<file path="config.mk">
export PLATFORM = sky130hd
export DESIGN_NAME = nmea_sentence_field_parser_core
export DESIGN_NICKNAME = d
export VERILOG_FILES = /design/src/rtl/core/nmea_pkg.sv /design/src/rtl/core/nmea_sentence_field_parser_core.sv
export SDC_FILE = /design/constraint.sdc
export NUM_CORES = 2
export LEC_CHECK = 0
export BUFFER_PORTS_ARGS = -buffer_cell sky130_fd_sc_hd__buf_4
export CAP_MARGIN = 20
export CORE_MARGIN = 2
export CORE_UTILIZATION = 45
export CTS_CLUSTER_SIZE = 14
export DETAILED_ROUTE_END_ITERATION = 16
export GPL_ROUTABILITY_DRIVEN = 0
export HOLD_SLACK_MARGIN = 0.03
export PLACE_DENSITY = 0.68
export SYNTH_ARGS = -nofsm -noshare
export SYNTH_HDL_FRONTEND = slang
export SYNTH_SLANG_ARGS = --single-unit
</file>
<file path="constraint.sdc">
create_clock -name clock -period 9.5 [get_ports clock]
set_input_delay 2.375 -clock clock [delete_from_list [all_inputs] [get_ports clock]]
set_output_delay 2.375 -clock clock [all_outputs]
set_load 0.05 [all_outputs]
</file>
<file path="src/rtl/core/nmea_pkg.sv">
// Package for the NMEA sentence field parser core.
// Holds sentence kinds, field codes, parse phases and field types; no dependencies.
package nmea_pkg;

   localparam int FracDigitsDefault = 4;
   localparam int SatSlotsDefault   = 12;

   localparam logic [30:0] WholeMax = 31'h7FFF_FFFF;

   typedef enum logic [1:0] {
      KIND_UNKNOWN = 2'd0,
      KIND_RMC     = 2'd1,
      KIND_GGA     = 2'd2,
      KIND_GSA     = 2'd3
   } kind_type;

   typedef enum logic [2:0] {
      PH_WHOLE = 3'd0,
      PH_FRAC  = 3'd1,
      PH_DONE  = 3'd2,
      PH_BAD   = 3'd3,
      PH_START = 3'd4
   } phase_type;

   typedef enum logic [2:0] {
      FT_NONE  = 3'd0,
      FT_INT   = 3'd1,
      FT_CHAR  = 3'd2,
      FT_FIXED = 3'd3,
      FT_COORD = 3'd4,
      FT_PAIRS = 3'd5
   } ftype_type;

   localparam logic [4:0] CodeHour    = 5'd0;
   localparam logic [4:0] CodeStatus  = 5'd3;
   localparam logic [4:0] CodeLat     = 5'd4;
   localparam logic [4:0] CodeNs      = 5'd5;
   localparam logic [4:0] CodeLon     = 5'd6;
   localparam logic [4:0] CodeEw      = 5'd7;
   localparam logic [4:0] CodeSpeed   = 5'd8;
   localparam logic [4:0] CodeCourse  = 5'd9;
   localparam logic [4:0] CodeDay     = 5'd10;
   localparam logic [4:0] CodeFix     = 5'd13;
   localparam logic [4:0] CodeSats    = 5'd14;
   localparam logic [4:0] CodeMode1   = 5'd15;
   localparam logic [4:0] CodeMode2   = 5'd16;
   localparam logic [4:0] CodeSat     = 5'd17;
   localparam logic [4:0] CodePdop    = 5'd18;
   localparam logic [4:0] CodeEnd     = 5'd21;

   localparam logic [7:0] ChDollar = 8'h24;
   localparam logic [7:0] ChComma  = 8'h2C;
   localparam logic [7:0] ChDot    = 8'h2E;
   localparam logic [7:0] ChCr     = 8'h0D;

   // one pending result
   typedef struct packed {
      logic [1:0]  kind;
      logic [4:0]  code;
      logic [3:0]  slot;
      logic [30:0] whole;
      logic [6:0]  mins;
      logic [13:0] frac;
      logic [7:0]  letter;
      logic        ok;
      logic        last;
   } result_type;

endpackage

</file>
<file path="src/rtl/core/nmea_sentence_field_parser_core.sv">
// NMEA sentence field parser core, top level.
// Depends on nmea_pkg.
//
// Usage:
//  req_ channel carries one received byte (req_rx_byte) per transfer.
//  rsp_ channel carries one field result per transfer; a byte may cause
//  zero to four results (three time/date parts plus the end marker).
//  A byte is taken into the parse state in the cycle it is accepted; the
//  results it causes are written into a four-entry result queue at the
//  same edge and appear on rsp_ from the next cycle, one per cycle unless stalled.
//  req_ready is high when the queue is empty, or holds one result that
//  transfers in the same cycle. A byte that yields results therefore holds
//  the input until the queue is down to its last result and that result
//  transfers; bytes that yield no result go back to back.
//  A stalled receiver holds rsp_ data steady and blocks new bytes once
//  results are pending.
//  Reset (synchronous, active high) leaves the parser outside a sentence
//  with an empty queue.
module nmea_sentence_field_parser_core
   #(parameter int FRAC_DIGITS = nmea_pkg::FracDigitsDefault,
     parameter int SAT_SLOTS   = nmea_pkg::SatSlotsDefault)
   (input  logic        clock,
    input  logic        reset,
    input  logic        req_valid,
    output logic        req_ready,
    input  logic [7:0]  req_rx_byte,
    output logic        rsp_valid,
    input  logic        rsp_ready,
    output logic [1:0]  rsp_sentence_kind,
    output logic [4:0]  rsp_field_code,
    output logic [3:0]  rsp_slot_index,
    output logic [30:0] rsp_whole_value,
    output logic [6:0]  rsp_minutes_value,
    output logic [13:0] rsp_frac_value,
    output logic [7:0]  rsp_letter,
    output logic        rsp_ok,
    output logic        rsp_last);

   import nmea_pkg::*;

   localparam logic [2:0] FracLim = 3'(FRAC_DIGITS);
   localparam logic [4:0] SatLo   = 5'd3;
   localparam logic [4:0] SatEnd  = 5'(3 + SAT_SLOTS);

   // parse state
   logic        in_sent_ff, in_sent_in;
   logic [7:0]  hdr_ff [4], hdr_in [4];
   logic [2:0]  pos_ff, pos_in;
   kind_type    kind_ff, kind_in;
   logic [4:0]  fnum_ff, fnum_in;
   logic [30:0] whole_ff, whole_in;
   logic [13:0] frac_ff, frac_in;
   logic [2:0]  fcnt_ff, fcnt_in;
   phase_type   phase_ff, phase_in;
   logic [7:0]  letter_ff, letter_in;
   logic [6:0]  pair_ff [3], pair_in [3];

   // result queue
   result_type  q_ff [4], q_in [4];
   logic [2:0]  qcnt_ff, qcnt_in;

   logic        take;
   assign req_ready = (qcnt_ff == 3'd0) || ((qcnt_ff == 3'd1) && rsp_ready);
   assign take      = req_valid && req_ready;
   assign rsp_valid = (qcnt_ff != 3'd0);

   assign rsp_sentence_kind = q_ff[0].kind;
   assign rsp_field_code    = q_ff[0].code;
   assign rsp_slot_index    = q_ff[0].slot;
   assign rsp_whole_value   = q_ff[0].whole;
   assign rsp_minutes_value = q_ff[0].mins;
   assign rsp_frac_value    = q_ff[0].frac;
   assign rsp_letter        = q_ff[0].letter;
   assign rsp_ok            = q_ff[0].ok;
   assign rsp_last          = q_ff[0].last;

   // field classification
   ftype_type   ftype;
   logic [4:0]  fcode;
   logic [3:0]  fslot;
   always_comb begin
      ftype = FT_NONE;
      fcode = CodeHour;
      fslot = 4'd0;
      unique case (kind_ff)
         KIND_RMC: begin
            unique case (fnum_ff)
               5'd1: begin ftype = FT_PAIRS; fcode = CodeHour;   end
               5'd2: begin ftype = FT_CHAR;  fcode = CodeStatus; end
               5'd3: begin ftype = FT_COORD; fcode = CodeLat;    end
               5'd4: begin ftype = FT_CHAR;  fcode = CodeNs;     end
               5'd5: begin ftype = FT_COORD; fcode = CodeLon;    end
               5'd6: begin ftype = FT_CHAR;  fcode = CodeEw;     end
               5'd7: begin ftype = FT_FIXED; fcode = CodeSpeed;  end
               5'd8: begin ftype = FT_FIXED; fcode = CodeCourse; end
               5'd9: begin ftype = FT_PAIRS; fcode = CodeDay;    end
               default: ;
            endcase
         end
         KIND_GGA: begin
            if (fnum_ff == 5'd6) begin
               ftype = FT_INT; fcode = CodeFix;
            end else if (fnum_ff == 5'd7) begin
               ftype = FT_INT; fcode = CodeSats;
            end
         end
         KIND_GSA: begin
            if (fnum_ff == 5'd1) begin
               ftype = FT_CHAR; fcode = CodeMode1;
            end else if (fnum_ff == 5'd2) begin
               ftype = FT_INT; fcode = CodeMode2;
            end else if (fnum_ff >= SatLo && fnum_ff < SatEnd) begin
               ftype = FT_INT; fcode = CodeSat;
               fslot = 4'(fnum_ff - SatLo);
            end else if (fnum_ff >= SatEnd && fnum_ff <= SatEnd + 5'd2) begin
               ftype = FT_FIXED;
               fcode = CodePdop + (fnum_ff - SatEnd);
            end
         end
         default: ;
      endcase
   end

   // field finish values: divides by ten and a hundred by reciprocal multiply
   logic        fixed_ok;
   logic [13:0] frac_adj;
   logic [29:0] fprod;
   logic [30:0] deg;
   logic [6:0]  minv;
   logic [61:0] dprod;
   logic [31:0] rem;
   always_comb begin
      fixed_ok = (phase_ff == PH_FRAC) || (phase_ff == PH_DONE);
      // floor(x/10) = (x * ceil(2^19/10)) >> 19 for x < 2^14
      fprod    = 30'(frac_ff) * 30'd52429;
      frac_adj = (fcnt_ff == 3'd2) ? 14'(fprod >> 19) : frac_ff;
      // floor(x/100) = (x * ceil(2^37/100)) >> 37 for x < 2^31
      dprod = 62'(whole_ff) * 62'd1374389535;
      deg   = 31'(dprod >> 37);
      rem   = 32'(whole_ff) - 32'(deg) * 32'd100;
      minv  = rem[6:0];
   end

   // finished-field results
   result_type  fres [3];
   logic [1:0]  fn_cnt;
   always_comb begin
      for (int i = 0; i < 3; i++) begin
         fres[i]      = '0;
         fres[i].kind = kind_ff;
      end
      fn_cnt = 2'd0;
      unique case (ftype)
         FT_PAIRS: begin
            fn_cnt = 2'd3;
            for (int i = 0; i < 3; i++) begin
               fres[i].code  = fcode + 5'(i);
               fres[i].whole = 31'(pair_ff[i]);
               fres[i].ok    = 1'b1;
            end
         end
         FT_INT: begin
            fn_cnt = 2'd1;
            fres[0].code  = fcode;
            fres[0].slot  = fslot;
            fres[0].whole = whole_ff;
            fres[0].ok    = 1'b1;
         end
         FT_CHAR: begin
            fn_cnt = 2'd1;
            fres[0].code   = fcode;
            fres[0].letter = letter_ff;
            fres[0].ok     = (letter_ff != 8'd0);
         end
         FT_FIXED, FT_COORD: begin
            fn_cnt = 2'd1;
            fres[0].code = fcode;
            if (fixed_ok) begin
               fres[0].ok    = 1'b1;
               fres[0].frac  = frac_adj;
               fres[0].whole = (ftype == FT_COORD) ? deg : whole_ff;
               fres[0].mins  = (ftype == FT_COORD) ? minv : 7'd0;
            end
         end
         default: ;
      endcase
   end

   // byte handling and queue update
   logic       is_digit;
   logic [3:0] dig;
   logic [34:0] wmul;
   result_type endm;
   phase_type  ph;
   logic [1:0] pidx;
   always_comb begin
      in_sent_in = in_sent_ff;
      hdr_in     = hdr_ff;
      pos_in     = pos_ff;
      kind_in    = kind_ff;
      fnum_in    = fnum_ff;
      whole_in   = whole_ff;
      frac_in    = frac_ff;
      fcnt_in    = fcnt_ff;
      phase_in   = phase_ff;
      letter_in  = letter_ff;
      pair_in    = pair_ff;
      q_in       = q_ff;
      qcnt_in    = qcnt_ff;
      is_digit   = (req_rx_byte >= 8'h30) && (req_rx_byte <= 8'h39);
      dig        = 4'(req_rx_byte - 8'h30);
      wmul       = 35'(whole_ff) * 35'd10 + 35'(dig);
      pidx       = 2'(fcnt_ff >> 1);
      ph         = phase_ff;
      endm       = '0;
      endm.kind  = kind_ff;
      endm.code  = CodeEnd;
      endm.last  = 1'b1;

      // drain one result
      if (rsp_valid && rsp_ready) begin
         q_in[0] = q_ff[1];
         q_in[1] = q_ff[2];
         q_in[2] = q_ff[3];
         qcnt_in = qcnt_ff - 3'd1;
      end

      if (take) begin
         priority if (req_rx_byte == ChDollar) begin
            in_sent_in = 1'b1;
            pos_in     = 3'd1;
            kind_in    = KIND_UNKNOWN;
            fnum_in    = 5'd0;
            whole_in = '0; frac_in = '0; fcnt_in = '0; letter_in = '0;
            pair_in  = '{default: '0};
            phase_in = PH_START;
         end else if (!in_sent_ff) begin
         end else if (req_rx_byte == ChCr) begin
            in_sent_in = 1'b0;
            if (pos_ff == 3'd6) begin
               for (int i = 0; i < 3; i++) q_in[i] = fres[i];
               q_in[fn_cnt] = endm;
               qcnt_in = 3'(fn_cnt) + 3'd1;
            end else begin
               q_in[0] = endm;
               qcnt_in = 3'd1;
            end
         end else if (pos_ff != 3'd6) begin
            if (pos_ff < 3'd5) hdr_in[2'(pos_ff - 3'd1)] = req_rx_byte;
            pos_in = pos_ff + 3'd1;
            if (pos_ff == 3'd5) begin
               if (hdr_ff[0] == "G" && hdr_ff[1] == "P" && hdr_ff[2] == "R" &&
                   hdr_ff[3] == "M" && req_rx_byte == "C")
                  kind_in = KIND_RMC;
               else if (hdr_ff[0] == "G" && hdr_ff[1] == "P" && hdr_ff[2] == "G"
                        && hdr_ff[3] == "G" && req_rx_byte == "A")
                  kind_in = KIND_GGA;
               else if (hdr_ff[0] == "G" && hdr_ff[1] == "P" && hdr_ff[2] == "G"
                        && hdr_ff[3] == "S" && req_rx_byte == "A")
                  kind_in = KIND_GSA;
               else
                  kind_in = KIND_UNKNOWN;
            end
         end else if (req_rx_byte == ChComma) begin
            for (int i = 0; i < 3; i++) q_in[i] = fres[i];
            qcnt_in = 3'(fn_cnt);
            if (fnum_ff != 5'd31) fnum_in = fnum_ff + 5'd1;
            whole_in = '0; frac_in = '0; fcnt_in = '0; letter_in = '0;
            pair_in  = '{default: '0};
            phase_in = PH_START;
         end else begin
            // field character
            if (ph == PH_START) begin
               if (req_rx_byte >= "A" && req_rx_byte <= "Z")
                  letter_in = req_rx_byte;
               ph = PH_WHOLE;
               phase_in = PH_WHOLE;
            end
            if (ph == PH_WHOLE) begin
               if (is_digit) begin
                  whole_in = (wmul > 35'(WholeMax)) ? WholeMax : wmul[30:0];
                  if (fcnt_ff < 3'd6)
                     pair_in[pidx] = 7'(8'(pair_ff[pidx]) * 8'd10 + 8'(dig));
                  if (fcnt_ff < 3'd7) fcnt_in = fcnt_ff + 3'd1;
               end else if (req_rx_byte == ChDot) begin
                  phase_in = PH_FRAC;
                  fcnt_in  = 3'd0;
               end else begin
                  phase_in = PH_BAD;
               end
            end else if (ph == PH_FRAC) begin
               if (is_digit && fcnt_ff < FracLim) begin
                  frac_in = 14'(frac_ff * 14'd10 + 14'(dig));
                  fcnt_in = fcnt_ff + 3'd1;
                  if (fcnt_ff + 3'd1 >= FracLim) phase_in = PH_DONE;
               end else begin
                  phase_in = PH_DONE;
               end
            end
         end
      end
   end

   // registers
   always_ff @(posedge clock) begin
      if (reset) begin
         in_sent_ff <= 1'b0;
         pos_ff     <= 3'd0;
         kind_ff    <= KIND_UNKNOWN;
         fnum_ff    <= 5'd0;
         whole_ff   <= '0;
         frac_ff    <= '0;
         fcnt_ff    <= '0;
         phase_ff   <= PH_WHOLE;
         letter_ff  <= '0;
         pair_ff    <= '{default: '0};
         qcnt_ff    <= 3'd0;
      end else begin
         in_sent_ff <= in_sent_in;
         pos_ff     <= pos_in;
         kind_ff    <= kind_in;
         fnum_ff    <= fnum_in;
         whole_ff   <= whole_in;
         frac_ff    <= frac_in;
         fcnt_ff    <= fcnt_in;
         phase_ff   <= phase_in;
         letter_ff  <= letter_in;
         pair_ff    <= pair_in;
         qcnt_ff    <= qcnt_in;
      end
      hdr_ff <= hdr_in;
      q_ff   <= q_in;
   end

endmodule
</file>
Word-level counts from Yosys, hierarchy flattened
Index checks and enable logic that the tools add are counted.
{"block": "totals", "reg_bits": 418, "word_cells": 352}
{"block": "op_classes", "eq_ne": 45, "multipliers": 6, "n_bitwise": 5, "muxes": 148, "order_cmp": 20, "add_sub_neg": 16, "n_reduce_logical": 59}
{"op": "$mux 219", "n": 5}
{"op": "$mux 292", "n": 3}
{"op": "$bwmux 292", "n": 1}
{"op": "$mux 31", "n": 9}
{"op": "$mux 73", "n": 3}
{"op": "$mux 21", "n": 9}
{"op": "$demux 73 s2", "n": 1}
{"op": "$mux 14", "n": 9}
{"op": "$mux 3", "n": 40}
{"op": "$pmux 31 s3", "n": 1}
{"op": "$eq 8x7->1 const B", "n": 9}
{"op": "$mux 8", "n": 9}
{"op": "$mux 5", "n": 13}
{"op": "$mul 31x31->62 const B", "n": 1}
{"op": "$mux 52", "n": 1}
{"op": "$mux 7", "n": 6}
{"op": "$add 35x4->35", "n": 1}
{"op": "$gt 35x31->1 const B", "n": 1}
{"op": "$mul 31x3->34 const B", "n": 1}
{"op": "$bwmux 32", "n": 1}
{"op": "$pmux 4 s8", "n": 1}
{"op": "$mul 14x16->30 const B", "n": 1}
{"op": "$mux 4", "n": 7}
{"op": "$mux 2", "n": 13}
{"op": "70 further kinds", "n": 153}

Logic depth before layout (Yosys ltp)
{"block": "logic_depth", "word_depth": 21, "depth_mapped": 31, "mapped_depth_nobuf": 31}

Worst setup path after synthesis
Ideal clock, no wire load.
{"block": "synth_path", "path_kind": "reg2reg", "start": "register whole_ff[13]", "end": "register q_ff (netlist bit rsp_whole_value[21])", "t_arrival_ps": 7304, "setup_ps": 122, "required_ps": 9378, "path_stages_with_launch": 25, "setup_slack_ps": 2075, "synth_period_minus_slack_ps": 7425, "path_cell_list": "dfxtp_1 > ha_1 > inv_1 > fa_1 > inv_1 > fa_1 > fa_1 > fa_1 > fa_1 > fa_1 > inv_1 > fa_1 > inv_1 > ha_1 > and4_1 > nand2_1 > or4_1 > a31oi_1 > nor4b_1 > o41ai_2 > a41oi_2 > o31ai_2 > nor2_1 > xnor2_1 > a221o_1"}
{"item": "from (decl)", "line": "nmea_sentence_field_parser_core.sv:51", "text": "logic [30:0] whole_ff, whole_in;"}
{"item": "from (signal assigned)", "line": "nmea_sentence_field_parser_core.sv:323", "text": "whole_ff <= whole_in;"}
{"item": "to (signal assigned)", "line": "nmea_sentence_field_parser_core.sv:332", "text": "q_ff <= q_in;"}
{"item": "to (decl)", "line": "nmea_sentence_field_parser_core.sv:59", "text": "result_type q_ff [4], q_in [4];"}

==> impl_metrics.py <==
metrics = {
    "logic_synthesis": {
        "synth_nets": 5071,
        "synth_ff_type": "dfxtp_1",
        "syn_area_mm2": 0.0377,
        "ys_async_sr_fraction_pct": 0,
        "synth_edf_count": 34,
        "ys_seq_area_share_pct": 19.4,
        "ys_ff_latch": 347,
        "synth_top_cell_area_share_pct": 24.6,
        "synthTopCellsByArea": "fa_1 25%, ha_1 18%, dfxtp_1 17%",
        "synth_top_cell_by_area": "fa_1",
        "syn_inst": 4054,
        "avgSynthCellArea_um2": 9.29,
        "ys_warn_count": 0,
        "ys_types": 112,
    },
    "job": {
        "maxCapViolCount": 0,
    },
    "sta": {
        "hold_viol_final": 0,
        "max_slew_margin_pct": 32.2,
        "grt_setup_unrepaired": "no",
        "min_period_ns": 8.84,
        "timing.fmax_mhz": 113,
        "finalCritPeriodShare_pct": 93.1,
        "setup_viol": 0,
        "tightest_slew_ns": 1.01,
        "slew_violations": 0,
        "clock_skew_ns": 0.0246,
        "timing.setup.tns_ns": 0,
        "finalWorstSetupSlack_ns": 0.658,
        "fin_hold_ws_ns": 0.439,
    },
    "cells_and_area": {
        "area_delta_synth_final_pct": 6.69,
        "multi_input_area_mm2": 0.0265,
        "final_common_cell": "inv_1",
        "fill_cells": 7796,
        "ff_latch_area_mm2": 0.00729,
        "mostFrequentLayoutCells": "760 x inv_1, 543 x ha_1, 462 x fa_1, 356 x nand2_1, 313 x dfxtp_1",
        "drive_gt1_share_pct": 6.31,
        "stdcell_area_mm2": 0.0402,
        "nets": 5047,
    },
    "grt": {
        "grt_max_degree": 72,
        "grt_pass1_wl_um": 168000,
        "grt_overflow": 0,
        "grt_pass1_vias": 28700,
        "grtUsageTotal_pct": 25.3,
        "antenna_found_initial": 2,
    },
    "power": {
        "intPower_uw": 2440,
        "swShare_pct": 27.6,
        "p_switching_uw": 928,
        "seqPwrFrac_pct": 45.0,
        "p_per_area_mw_per_mm2": 83.8,
        "peakVddDrop_v": 0.0000930,
        "p_clk_share_pct": 43.6,
        "p_leak_uw": 0.0205,
        "combPwrFrac_pct": 11.4,
    },
    "floorplanning": {
        "dieWidth_um": 293,
        "core_mm2": 0.0833,
        "ios": 87,
        "dieArea_mm2": 0.0860,
        "placementRows": 106,
        "die_h_um": 293,
        "initial_utilization_pct": 45.2,
    },
    "min_path": {
        "min_path_type": "reg2reg",
    },
    "placement": {
        "hpwl_um": 87400,
        "post-place-ws_ns": 0.843,
        "portBuffers": 86,
        "place_area_mm2": 0.0390,
    },
    "critical_path": {
        "worstSetupPathType": "reg2reg",
        "cp-start-kind": "flip-flop",
        "path_max_fanout": 12,
        "crit_arrival_ns": 9.26,
        "cp-end-kind": "flip-flop",
        "crit_required_ns": 9.92,
    },
    "clocking": {
        "post_cts_resized": 0,
        "hold_buffers": 0,
        "clk_latency_ns": 0.55,
        "clock_tree.buffer_depth": 3,
        "tritoncts": "built",
        "clk_pin_slew_ns": 0.07,
        "cts_setup_buffers": 0,
        "cts_sinks": 347,
        "numCtsBuffers": 36,
        "clockRootBuffer": "clkbuf_16",
        "h-tree-depth": 2,
    },
    "drt": {
        "via_per_inst": 5.57,
        "routed_wl_um": 109000,
        "num_vias": 28600,
        "post-route-drc-count": 0,
        "wl_per_cell_um": 21.2,
        "drt_pass1_iterations": 6,
        "antenna_left": 0,
        "drtIter0Drc": 2567,
    },
    "outcome": {
        "outcome": "finished clean",
    },
}
area by class of cell:
| type | count | area share [%] |
|---|---|---|
| multi-input cells | 2754 | 66.0 |
| flip-flops and latches | 347 | 18.1 |
| inverters | 760 | 7.10 |
| well taps | 1080 | 3.36 |
| clock buffers | 48 | 2.54 |
| repair buffers | 131 | 2.46 |
| clock inverters | 15 | 0.439 |
| diodes | 1 | 0.00623 |
power groups by stage:
stage	sequential [uW]	clock, uW	combinational (uW)
floorplan	1550	0	281
global placement	1550	0	380
detailed placement	1550	0	381
CTS	1510	1490	382
global route	1520	1550	409
finish	1510	1470	382
flip-flops by register name, summed over array words and instances, names as in the netlist, 4 cells and up:
register / count
rsp_whole_value: 31
rsp_letter: 8
fnum_ff: 5
rsp_frac_value: 14
rsp_minutes_value: 7
whole_ff: 31
frac_ff: 14
rsp_slot_index: 4
q_ff: 148
letter_ff: 8
rsp_field_code: 5
pair_ff: 21
hdr_ff: 32
final timing paths:
| kind | end | start | cells after the start | slack, ns |
|---|---|---|---|---|
| worst max-delay path | rsp_whole_value[24] | whole_ff[14] | 24 | 0.66 |
| worst min-delay path | q_ff[190] | q_ff[117] | 2 | 0.44 |
| worst max register to register | rsp_whole_value[24] | whole_ff[14] | 24 | 0.66 |
| worst min register to register | q_ff[190] | q_ff[117] | 2 | 0.44 |
cell usage after synthesis (all sizes together), types with 8 or more instances:
library cell / instances
inv: 760
mux2i: 69
nand2: 358
and3: 82
nor4: 14
a221oi: 8
a21oi: 224
nand3: 54
nand4: 24
a31oi: 63
o31ai: 11
and2: 17
a211oi: 17
nor2b: 17
ha: 543
a22oi: 38
fa: 462
o22ai: 33
xnor2: 84
a22o: 11
clkbuf: 107
nor3: 40
o21ai: 116
nand2b: 16
nor2: 189
a21o: 74
edfxtp: 34
buf: 83
xor2: 44
dfxtp: 313
critical path, cell delays in order, from the launching register on:
cell and delay [ns]:
dfxtp_1 0.82, ha_1 0.41, inv_1 0.19, fa_1 0.45, inv_1 0.09, fa_1 0.44, fa_1 0.58, fa_1 0.45
fa_1 0.46, fa_1 0.49, inv_1 0.06, fa_1 0.50, inv_1 0.04, ha_1 0.28, and4_1 0.28, nand2_1 0.09
or4_1 0.53, a31oi_1 0.53, nor4b_1 0.21, o41ai_2 0.56, a41oi_2 0.30, o31ai_2 0.41, a31o_2 0.22, a21oi_1 0.07
a211o_1 0.22
cell families (layout without fill, tap and decap cells):
| logic type | after synthesis | count (layout) | share of synthesized area, % |
|---|---|---|---|
| AO/OA/AOI/OAI | 678 | 678 | 11.6 |
| XOR/XNOR | 129 | 129 | 3.06 |
| adder cells (fa/ha/maj) | 1006 | 1006 | 42.6 |
| buffers and inverters | 953 | 954 | 10.4 |
| flip-flops | 347 | 347 | 19.4 |
| multiplexers | 73 | 73 | 1.95 |
| other | 0 | 1 | 0 |
| AND/OR/NAND/NOR | 868 | 868 | 11.0 |
stage by stage:
| stage | cells | total power [uW] | utilization (%) |
|---|---|---|---|
| final | 5136 | 3360 | 48.2 |
| after global routing | 5136 | 3470 | 48.2 |
| after CTS | 5134 | 3380 | 48.2 |
| after detailed placement | 5071 | 1930 | 46.8 |
| after global placement | 5071 | 1930 | 46.8 |
| after floorplan | 4054 | 1830 | - |
metal layers:
| metal | wire length (um) | GRT usage [%] | part of all wire [%] | vias to the layer above |
|---|---|---|---|---|
| li1 | - | - | - | 13200 |
| met1 | 45700 | 34.4 | 42 | 13900 |
| met2 | 48600 | 40.1 | 45 | 1175 |
| met3 | 8330 | 3.28 | 7.7 | 285 |
| met4 | 6060 | 12.0 | 5.6 | 0 |
| met5 | 0 | 0 | 0 | - |
Note: power is estimated with default switching activity, not from simulation.
